[src/dfn_pkg.sv]
// Package: types, character codes and helpers shared by the decimal field normalizer.
package dfn_pkg;

  localparam int unsigned MaxScale = 15;

  localparam logic [7:0] ChPlus  = 8'h2B;
  localparam logic [7:0] ChMinus = 8'h2D;
  localparam logic [7:0] ChDot   = 8'h2E;
  localparam logic [7:0] ChZero  = 8'h30;
  localparam logic [7:0] ChNine  = 8'h39;

  localparam logic [3:0] FracScaleRst = 4'd2;
  localparam logic [4:0] MaxIntRst    = 5'd18;
  localparam logic       AllowZeroRst = 1'b1;

  typedef enum logic [1:0] {
    PH_LEAD  = 2'd0,
    PH_PLUS  = 2'd1,
    PH_BODY  = 2'd2,
    PH_TRAIL = 2'd3
  } phase_e;

  typedef enum logic [2:0] {
    ST_OK       = 3'd0,
    ST_EMPTY    = 3'd1,
    ST_NEGATIVE = 3'd2,
    ST_INVALID  = 3'd3,
    ST_TOO_LONG = 3'd4,
    ST_TOO_FRAC = 3'd5,
    ST_ZERO     = 3'd6
  } status_e;

  typedef enum logic [1:0] {
    CFG_FRAC_SCALE = 2'd0,
    CFG_MAX_INT    = 2'd1,
    CFG_ALLOW_ZERO = 2'd2
  } cfg_idx_e;

  typedef struct packed {
    logic content;
    logic dot;
    logic neg;
    logic inval;
    logic nzint;
    logic nzfrac;
  } flags_t;

  function automatic logic is_ws(input logic [7:0] c);
    return (c == 8'h20) || (c == 8'h09) || (c == 8'h0A) || (c == 8'h0B) ||
           (c == 8'h0C) || (c == 8'h0D);
  endfunction

  function automatic logic is_digit(input logic [7:0] c);
    return (c >= ChZero) && (c <= ChNine);
  endfunction

  // Clamp the configured scale to the largest supported one.
  function automatic logic [3:0] eff_scale(input logic [3:0] scale);
    return ({1'b0, scale} > 5'(MaxScale)) ? 4'(MaxScale) : scale;
  endfunction

  // Integer length counts an empty integer part as one digit.
  function automatic logic int_too_long(input logic [5:0] cnt, input logic [4:0] max_int);
    logic [5:0] len;
    len = (cnt == 6'd0) ? 6'd1 : cnt;
    return len > {1'b0, max_int};
  endfunction

endpackage

[src/dfn_if.sv]
// Interfaces: byte request channel and normalized result channel.
interface dfn_in_if;
  logic       valid;
  logic       ready;
  logic [7:0] in_char;
  logic       is_empty;
  logic       last;

  modport source (output valid, output in_char, output is_empty, output last, input ready);
  modport sink   (input valid, input in_char, input is_empty, input last, output ready);
endinterface

interface dfn_out_if;
  logic       valid;
  logic       ready;
  logic [7:0] out_char;
  logic       char_valid;
  logic       end_of_field;
  logic [2:0] status;

  modport source (output valid, output out_char, output char_valid, output end_of_field,
                  output status, input ready);
  modport sink   (input valid, input out_char, input char_valid, input end_of_field,
                  input status, output ready);
endinterface

[src/decimal_field_normalizer.sv]
// Top level: decimal text field normalizer with byte input and result stream output.
//
//  channel | dir | payload                                   | handshake
//  --------+-----+-------------------------------------------+-----------
//  in_i    | in  | in_char[8], is_empty, last                | valid/ready
//  out_o   | out | out_char[8], char_valid, end_of_field,    | valid/ready
//          |     | status[3]                                 |
//  cfg     | in  | cfg_we_i, cfg_idx_i[2], cfg_wdata_i[5]    | write only
//
// A byte is parsed in the cycle it is accepted and its results land in a plan register.
// The plan drains one result per cycle while the output is not stalled: up to two text
// bytes, then padding zeros, then the status item on a field's final request.
// A new request is taken in the cycle the plan's final result is taken.
// Reset is asynchronous, active low; it clears the parse state and the plan valid and counts,
// and loads the config defaults. Output stalls hold the plan and back-pressure the input.
module decimal_field_normalizer (
  input  logic             clk_i,
  input  logic             rst_ni,
  dfn_in_if.sink           in_i,
  dfn_out_if.source        out_o,
  input  logic             cfg_we_i,
  input  logic [1:0]       cfg_idx_i,
  input  logic [4:0]       cfg_wdata_i
);

  // Configuration registers
  logic [3:0] frac_scale_q;
  logic [4:0] max_int_q;
  logic       allow_zero_q;

  always_ff @(posedge clk_i or negedge rst_ni) begin
    if (!rst_ni) begin
      frac_scale_q <= dfn_pkg::FracScaleRst;
      max_int_q    <= dfn_pkg::MaxIntRst;
      allow_zero_q <= dfn_pkg::AllowZeroRst;
    end else if (cfg_we_i) begin
      unique case (cfg_idx_i)
        dfn_pkg::CFG_FRAC_SCALE: frac_scale_q <= cfg_wdata_i[3:0];
        dfn_pkg::CFG_MAX_INT:    max_int_q    <= cfg_wdata_i;
        dfn_pkg::CFG_ALLOW_ZERO: allow_zero_q <= cfg_wdata_i[0];
        default: ;
      endcase
    end
  end

  // Parse state
  dfn_pkg::phase_e phase_q, phase_d;
  logic [5:0]      int_cnt_q, int_cnt_d;
  logic [4:0]      frac_cnt_q, frac_cnt_d;
  dfn_pkg::flags_t flags_q, flags_d;

  // Plan register
  logic            pv_q;
  logic [1:0]      nc_q;
  logic [7:0]      c0_q, c1_q;
  logic [3:0]      pad_q;
  logic            fin_q;
  dfn_pkg::status_e st_q;

  logic [7:0] ch;
  logic       ws;
  logic       in_fire, out_fire, last_beat, finish;
  logic [4:0] remain;

  assign ch      = in_i.in_char;
  assign ws      = dfn_pkg::is_ws(ch);
  assign finish  = in_i.is_empty | in_i.last;

  assign remain    = 5'(nc_q) + 5'(pad_q) + 5'(fin_q);
  assign last_beat = (remain == 5'd1);
  assign out_fire  = pv_q & out_o.ready;
  assign in_i.ready = ~pv_q | (out_fire & last_beat);
  assign in_fire   = in_i.valid & in_i.ready;

  // Phase sequencing
  dfn_pkg::phase_e ph_n;
  logic            first_c, run_body, trail_bad;

  always_comb begin
    ph_n      = phase_q;
    first_c   = 1'b0;
    run_body  = 1'b0;
    trail_bad = 1'b0;
    unique case (phase_q)
      dfn_pkg::PH_LEAD: begin
        if (!ws) begin
          if (ch == dfn_pkg::ChPlus) ph_n = dfn_pkg::PH_PLUS;
          else                       first_c = 1'b1;
        end
      end
      dfn_pkg::PH_PLUS: begin
        if (ws) ph_n = dfn_pkg::PH_TRAIL;
        else    first_c = 1'b1;
      end
      dfn_pkg::PH_BODY: begin
        if (ws) ph_n = dfn_pkg::PH_TRAIL;
        else    run_body = 1'b1;
      end
      dfn_pkg::PH_TRAIL: begin
        trail_bad = ~ws;
      end
      default: ;
    endcase
    if (first_c) ph_n = dfn_pkg::PH_BODY;
  end

  // Byte datapath
  dfn_pkg::flags_t fl_n, fl_f;
  logic [5:0]      ic_n, ic_f;
  logic [4:0]      fc_n, fc_f;
  logic            do_body, b_dot, b_zero, b_dig, err_n;
  logic [1:0]      b_cnt, p_cnt;
  logic [7:0]      b0, b1, p0, p1;
  logic [3:0]      scale;
  dfn_pkg::status_e st;
  logic [3:0]      pad;
  logic [1:0]      nc;
  logic [7:0]      c0, c1;
  logic            plan_any;

  always_comb begin
    fl_n    = flags_q;
    ic_n    = int_cnt_q;
    fc_n    = frac_cnt_q;
    do_body = run_body;
    b_dot   = 1'b0;
    b_zero  = 1'b0;
    b_dig   = 1'b0;
    if (trail_bad) begin
      fl_n.content = 1'b1;
      fl_n.inval   = 1'b1;
    end
    if (first_c) begin
      fl_n.content = 1'b1;
      if (ch == dfn_pkg::ChMinus) fl_n.neg = 1'b1;
      else                        do_body = 1'b1;
    end
    if (do_body) begin
      if (ch == dfn_pkg::ChDot) begin
        if (fl_n.dot) begin
          fl_n.inval = 1'b1;
        end else begin
          fl_n.dot = 1'b1;
          b_dot    = 1'b1;
          b_zero   = ~fl_n.nzint;
        end
      end else if (dfn_pkg::is_digit(ch)) begin
        if (!fl_n.dot) begin
          // drop leading integer zeros
          if (fl_n.nzint || ch != dfn_pkg::ChZero) begin
            fl_n.nzint = 1'b1;
            ic_n  = (ic_n == 6'd63) ? ic_n : ic_n + 6'd1;
            b_dig = 1'b1;
          end
        end else begin
          fc_n = (fc_n == 5'd31) ? fc_n : fc_n + 5'd1;
          if (ch != dfn_pkg::ChZero) fl_n.nzfrac = 1'b1;
          b_dig = 1'b1;
        end
      end else begin
        fl_n.inval = 1'b1;
      end
    end

    scale = dfn_pkg::eff_scale(frac_scale_q);
    err_n = fl_n.neg | fl_n.inval | dfn_pkg::int_too_long(ic_n, max_int_q) |
            (fc_n > {1'b0, scale});

    // Text bytes from this byte; none once the field is known bad
    b_cnt = 2'd0;
    b0    = dfn_pkg::ChZero;
    b1    = dfn_pkg::ChDot;
    if (!in_i.is_empty && !err_n) begin
      if (b_zero) begin
        b_cnt = 2'd2;
      end else if (b_dot) begin
        b_cnt = 2'd1;
        b0    = dfn_pkg::ChDot;
      end else if (b_dig) begin
        b_cnt = 2'd1;
        b0    = ch;
      end
    end

    // Field end sees the state before this byte on an empty request
    fl_f = in_i.is_empty ? flags_q    : fl_n;
    ic_f = in_i.is_empty ? int_cnt_q  : ic_n;
    fc_f = in_i.is_empty ? frac_cnt_q : fc_n;

    if (!fl_f.content)                                 st = dfn_pkg::ST_EMPTY;
    else if (fl_f.neg)                                 st = dfn_pkg::ST_NEGATIVE;
    else if (fl_f.inval)                               st = dfn_pkg::ST_INVALID;
    else if (dfn_pkg::int_too_long(ic_f, max_int_q))   st = dfn_pkg::ST_TOO_LONG;
    else if (fc_f > {1'b0, scale})                     st = dfn_pkg::ST_TOO_FRAC;
    else if (!allow_zero_q && !(fl_f.nzint || fl_f.nzfrac)) st = dfn_pkg::ST_ZERO;
    else                                               st = dfn_pkg::ST_OK;

    p_cnt = 2'd0;
    p0    = dfn_pkg::ChZero;
    p1    = dfn_pkg::ChDot;
    pad   = 4'd0;
    if (finish && st == dfn_pkg::ST_OK) begin
      if (!fl_f.dot) begin
        if (fl_f.nzint) begin
          p_cnt = 2'd1;
          p0    = dfn_pkg::ChDot;
        end else begin
          p_cnt = 2'd2;
        end
      end
      pad = 4'({1'b0, scale} - fc_f);
    end

    // Merge: at most two text bytes per request in total
    nc = 2'(b_cnt + p_cnt);
    c0 = (b_cnt != 2'd0) ? b0 : p0;
    if (b_cnt == 2'd2)      c1 = b1;
    else if (b_cnt == 2'd1) c1 = p0;
    else                    c1 = p1;
    plan_any = (nc != 2'd0) | finish;

    phase_d    = finish ? dfn_pkg::PH_LEAD : ph_n;
    int_cnt_d  = finish ? 6'd0 : ic_n;
    frac_cnt_d = finish ? 5'd0 : fc_n;
    flags_d    = finish ? '0 : fl_n;
  end

  always_ff @(posedge clk_i or negedge rst_ni) begin
    if (!rst_ni) begin
      phase_q    <= dfn_pkg::PH_LEAD;
      int_cnt_q  <= 6'd0;
      frac_cnt_q <= 5'd0;
      flags_q    <= '0;
    end else if (in_fire) begin
      phase_q    <= phase_d;
      int_cnt_q  <= int_cnt_d;
      frac_cnt_q <= frac_cnt_d;
      flags_q    <= flags_d;
    end
  end

  // Plan control
  always_ff @(posedge clk_i or negedge rst_ni) begin
    if (!rst_ni) begin
      pv_q  <= 1'b0;
      nc_q  <= 2'd0;
      pad_q <= 4'd0;
      fin_q <= 1'b0;
    end else if (in_fire) begin
      pv_q  <= plan_any;
      nc_q  <= nc;
      pad_q <= pad;
      fin_q <= finish;
    end else if (out_fire) begin
      if (last_beat) begin
        pv_q  <= 1'b0;
        nc_q  <= 2'd0;
        pad_q <= 4'd0;
        fin_q <= 1'b0;
      end else if (nc_q != 2'd0) begin
        nc_q <= nc_q - 2'd1;
      end else begin
        pad_q <= pad_q - 4'd1;
      end
    end
  end

  // Plan payload
  always_ff @(posedge clk_i) begin
    if (in_fire) begin
      c0_q <= c0;
      c1_q <= c1;
      st_q <= st;
    end else if (out_fire && nc_q != 2'd0) begin
      c0_q <= c1_q;
    end
  end

  logic text_beat;
  assign text_beat          = (nc_q != 2'd0) | (pad_q != 4'd0);
  assign out_o.valid        = pv_q;
  assign out_o.char_valid   = text_beat;
  assign out_o.end_of_field = ~text_beat;
  assign out_o.out_char     = (nc_q != 2'd0) ? c0_q :
                              (pad_q != 4'd0) ? dfn_pkg::ChZero : 8'd0;
  assign out_o.status       = text_beat ? 3'(dfn_pkg::ST_OK) : 3'(st_q);

endmodule

[src/flat_wrapper.sv]
// flat-port wrapper written by rule: the top's interface ports become plain ports
module decimal_field_normalizer_flat 
  (clk_i, rst_ni, cfg_we_i, cfg_idx_i, cfg_wdata_i, in_i_valid, in_i_in_char, in_i_is_empty, in_i_last, in_i_ready, out_o_valid, out_o_out_char, out_o_char_valid, out_o_end_of_field, out_o_status, out_o_ready);
  dfn_in_if in_i_i ();
  dfn_out_if out_o_i ();
  input  logic clk_i;
  input  logic rst_ni;
  input  logic cfg_we_i;
  input  logic [1:0] cfg_idx_i;
  input  logic [4:0] cfg_wdata_i;
  input wire logic [$bits(in_i_i.valid)-1:0] in_i_valid;
  input wire logic [$bits(in_i_i.in_char)-1:0] in_i_in_char;
  input wire logic [$bits(in_i_i.is_empty)-1:0] in_i_is_empty;
  input wire logic [$bits(in_i_i.last)-1:0] in_i_last;
  output wire logic [$bits(in_i_i.ready)-1:0] in_i_ready;
  output wire logic [$bits(out_o_i.valid)-1:0] out_o_valid;
  output wire logic [$bits(out_o_i.out_char)-1:0] out_o_out_char;
  output wire logic [$bits(out_o_i.char_valid)-1:0] out_o_char_valid;
  output wire logic [$bits(out_o_i.end_of_field)-1:0] out_o_end_of_field;
  output wire logic [$bits(out_o_i.status)-1:0] out_o_status;
  input wire logic [$bits(out_o_i.ready)-1:0] out_o_ready;
  assign in_i_i.valid = in_i_valid;
  assign in_i_i.in_char = in_i_in_char;
  assign in_i_i.is_empty = in_i_is_empty;
  assign in_i_i.last = in_i_last;
  assign in_i_ready = in_i_i.ready;
  assign out_o_valid = out_o_i.valid;
  assign out_o_out_char = out_o_i.out_char;
  assign out_o_char_valid = out_o_i.char_valid;
  assign out_o_end_of_field = out_o_i.end_of_field;
  assign out_o_status = out_o_i.status;
  assign out_o_i.ready = out_o_ready;
  decimal_field_normalizer u_core (.clk_i(clk_i), .rst_ni(rst_ni), .in_i(in_i_i), .out_o(out_o_i), .cfg_we_i(cfg_we_i), .cfg_idx_i(cfg_idx_i), .cfg_wdata_i(cfg_wdata_i));
endmodule
[config.mk]
export PLATFORM = sky130hd
export DESIGN_NAME = decimal_field_normalizer_flat
export DESIGN_NICKNAME = d
export VERILOG_FILES = /design/src/dfn_pkg.sv /design/src/dfn_if.sv /design/src/decimal_field_normalizer.sv /design/src/flat_wrapper.sv
export SDC_FILE = /design/constraint.sdc
export NUM_CORES = 1
export LEC_CHECK = 0
export BUFFER_PORTS_ARGS = -buffer_cell sky130_fd_sc_hd__buf_2
export CORE_MARGIN = 4
export CORE_UTILIZATION = 55
export CTS_CLUSTER_DIAMETER = 80
export DETAILED_ROUTE_END_ITERATION = 8
export PLACE_DENSITY = 0.78
export SLEW_MARGIN = 10
export SYNTH_ARGS = -nofsm -noshare
export SYNTH_HDL_FRONTEND = slang
export SYNTH_SLANG_ARGS = --single-unit
[constraint.sdc]
create_clock -name clk_i -period 6.2 [get_ports clk_i]
set_input_delay 0.31 -clock clk_i [delete_from_list [all_inputs] [get_ports clk_i]]
set_output_delay 0.31 -clock clk_i [all_outputs]
set_load 0.01 [all_outputs]
==> metrics.csv <==
stage,metric,value,unit
run_status,status,"complete, no violations",
critical_path,crit path buf inv count,1,
placement,port bufs,36,
logic_synthesis,"area leader, netlist",dfrtp_1,
logic_synthesis,yosys warns,0,
drt,DRC marker count from the first detailed-route iteration,364,
drt,DRC,0,
critical_path,Worst path most repeated cell,ha_1,
critical_path,cell family with most CP delay,simple AND/OR/NAND/NOR gates,
cts,CTS resizes,0,
critical_path,CP Launch Type,register,
cts,postcts setup bufs,0,
logic_synthesis,share of the synthesized area in the top cell type,0.207,
floorplanning,Die W,93.2,µm
sta,Relative slew margins,0.311,
placement,Placer Congestion,0.934,
logic_synthesis,Post-synth ARST share,0.740,
critical_path,r2r worst-path depth,21,
critical_path,Worst setup EP type,register,
cts,CTS sink count,50,
floorplanning,IO Pins,37,
drt,routed length per instance,15.7,µm
sta,Final Skew,0.00661,ns
floorplanning,Placeable Area,6910,µm²
grt,grt total ovfl,0,
sta,RSZ-0062 raised after global routing,no,
floorplanning,DIE AREA,8690,µm²
placement,Detailed Place HPWL,7060,µm
floorplanning,Die Span Y,93.2,µm
power_and_ir_drop,Worst VDD drop,0.139,mV
power_and_ir_drop,total power,1.41,mW
logic_synthesis,synthesized area per cell,8.94,µm²
sta,Max Clock Freq,194,MHz
grt,total track usage,0.217,
cts,clk buf depth,2,
drt,TritonRoute pass-1 iters,7,
cts,TritonCTS clock tree,yes,
grt,vias in the first global route,3330,
cts,Post-CTS Hold Buffers,0,
critical_path,FF-to-FF setup slack,1.04,ns
logic_synthesis,Netlist cell types,74,
critical_path,crit path DAT,5.40,ns
logic_synthesis,Post-synth top flop,dfrtp_1,
grt,pin count of the biggest net entering global routing,38,
sta,final hold vios,0,
critical_path,cells along the critical path,inv_1 > ha_1 > nor2_1 > a41oi_2 > a21o_1 > nand2_1 > nor3_1 > o21ai_1 > nor2_2 > mux2_2 > ha_1 > nand2b_1 > a21oi_1 > o22ai_1 > nand3b_1 > nor3_2 > and4b_1 > ha_1 > nor4_1 > or4_1 > nand3_1,
critical_path,critical path class,reg -> reg,
cts,"CTS clk-pin slew, worst paths",0.09,ns
sta,setup_tns,0,ns
logic_synthesis,Post-Syn Area,4000,µm²
critical_path,maximum fanout along the worst path,8,
finish,ratio of cells with drive above 1 in the final layout,0.173,
sta,minimum clock period,5.16,ns
sta,# setup viols final,0,
critical_path,Crit-path slowest cell,nor3_1,
finish,Area Overhead vs Synth,9.24,%
floorplanning,Initial Utilization,0.578,
finish,final net count,537,
sta,fin crit share,0.832,
sta,Final Slew Violations,0,
power_and_ir_drop,leakage,1.90,nW
logic_synthesis,sequential area share after synthesis,0.331,
logic_synthesis,most area-consuming cells after synthesis,"dfrtp_1 (21%), ha_1 (10%), edfxtp_1 (9.8%)",
floorplanning,std cell rows,30,
critical_path,r2r endpoint,u_core.nc_q[1]$_DFFE_PN0P_,
grt,initial antenna violation count,0,
critical_path,critical path's largest stage delay,0.55,ns
cts,Num CTS Buffers,5,
min_path,Hold WC Path Type,in -> async,
sta,worst-margin pin slew,1.02,ns
logic_synthesis,Post-synth EDFFs,13,
job,max_cap viols,0,
drt,Post-DRT Antenna Nets,0,
drt,via count,3446,
finish,n_diodes,0,
critical_path,worst path required time,6.44,ns
logic_synthesis,Cells after Synth,447,
cts,clock root buffer,clkbuf_8,
critical_path,FF-to-FF Start,u_core.phase_q[0]$_DFFE_PN0P_,
power_and_ir_drop,Cell Pwr Density,322,nW/µm²
logic_synthesis,Synth Register Bits,50,
grt,first-pass GRT wire length,15500,µm
cts,Clock Latency Late Sink,0.30,ns
drt,DR vias/cell,5.97,
cts,H-Tree Level Count,2,
drt,drt total wl,9040,µm
-- layout by cell type (no fill, tap or decap), types with 13 or more instances in the layout --
master	n
nor2_1	43
nand2_1	38
buf_2	36
dfrtp_1	33
ha_1	32
a21oi_1	28
inv_1	27
o21ai_0	21
mux2_2	15
nor2b_1	13
nor3_1	13
edfxtp_1	13
-- how the worst max path moves through the flow --
| stage | from | to | slack [ns] | cells after the start |
|---|---|---|---|---|
| after CTS | u_core.phase_q[0]$_DFFE_PN0P_ | u_core.nc_q[1]$_DFFE_PN0P_ | 1.08 | 21 |
| after detailed placement | in_i_in_char[2] | u_core.nc_q[1]$_DFFE_PN0P_ | 1.11 | 20 |
| after global placement | in_i_in_char[7] | u_core.nc_q[1]$_DFFE_PN0P_ | 1.19 | 19 |
| after floorplan | in_i_in_char[1] | u_core.nc_q[1]$_DFFE_PN0P_ | 1.64 | 19 |
| final | u_core.phase_q[0]$_DFFE_PN0P_ | u_core.nc_q[1]$_DFFE_PN0P_ | 1.04 | 21 |
| after global routing | u_core.phase_q[0]$_DFFE_PN0P_ | u_core.nc_q[1]$_DFFE_PN0P_ | 0.58 | 21 |
-- synthesized netlist by cell type, types with 2 or more instances --
library cell and number:
nor2_1 43, nand2_1 38, dfrtp_1 33, ha_1 32, a21oi_1 28, inv_1 27
o21ai_0 21, mux2_2 15, edfxtp_1 13, nor2b_1 13, nor3_1 13, a31oi_1 10
nand2b_1 10, nand4_1 8, or3_1 8, clkbuf_1 7, mux2i_1 7, nand3_1 7
or2_2 7, and2_1 6, nor4_1 5, o211ai_1 5, a211oi_1 4, a22o_1 4
dfstp_2 4, nand3b_1 4, o31ai_1 4, xnor2_1 4, a21o_1 3, buf_2 3
fa_1 3, o21a_1 3, or4_1 3, xor2_1 3, and4b_1 2, buf_1 2
conb_1 2, nor4b_1 2, o21ai_1 2, o21bai_1 2, o221ai_1 2, o22ai_1 2
o41a_1 2
-- through the flow --
| step | instances | util | setup WS (ns) | instance area [µm²] | hold WS [ns] |
|---|---|---|---|---|---|
| floorplan | 448 | - | 1.64 | 4000 | 0.0144 |
| global placement | 569 | 0.616 | 1.19 | 4260 | 0.451 |
| detailed placement | 569 | 0.616 | 1.11 | 4260 | 0.460 |
| CTS | 577 | 0.632 | 1.08 | 4360 | 0.125 |
| global route | 577 | 0.632 | 0.584 | 4360 | 0.169 |
| finish | 577 | 0.632 | 1.04 | 4360 | 0.101 |
-- cells by family (layout without fill, tap and decap cells) --
group	Yosys count	in the layout	share of synthesized area
xor gates and xnor gates	7	7	0.0153
adders and majority gates	35	35	0.115
muxes	22	22	0.0598
buffers and inverters	39	72	0.0376
DFF	50	50	0.331
and+or+nand+nor	184	184	0.256
other	2	3	0.00188
AOI/OAI and AO/OA	108	108	0.184
-- layer usage --
layer / global-route usage / wire length, µm
met4: 0.0733 / 208
met3: 0.0306 / 389
met2: 0.370 / 4320
met5: 0 / 0
met1: 0.283 / 4130
-- state kept, by name (all words and copies together) (netlist names), 3 cells and up --
signal	flops
u_core.frac_cnt_q	5
u_core.c0_q	8
u_core.pad_q	4
u_core.flags_q	6
u_core.max_int_q	5
u_core.int_cnt_q	6
u_core.st_q	3
u_core.frac_scale_q	4
-- report_power, final --
part	leakage, nW	switching [mW]	internal [mW]
combinational	1.27	0.423	0.261
sequential	0.584	0.0630	0.433
clock	0.0524	0.106	0.121
total	1.90	0.592	0.814
-- layout make-up --
cell class	instances	area (µm²)
inverters	27	101
fillers	612	2540
flip-flops and latches	50	1320
clock buffers	7	76.3
repair buffers	37	188
multi-input cells	359	2530
well taps	96	120
clock inverters	1	30.0
Note: power is estimated with default switching activity, not from simulation.
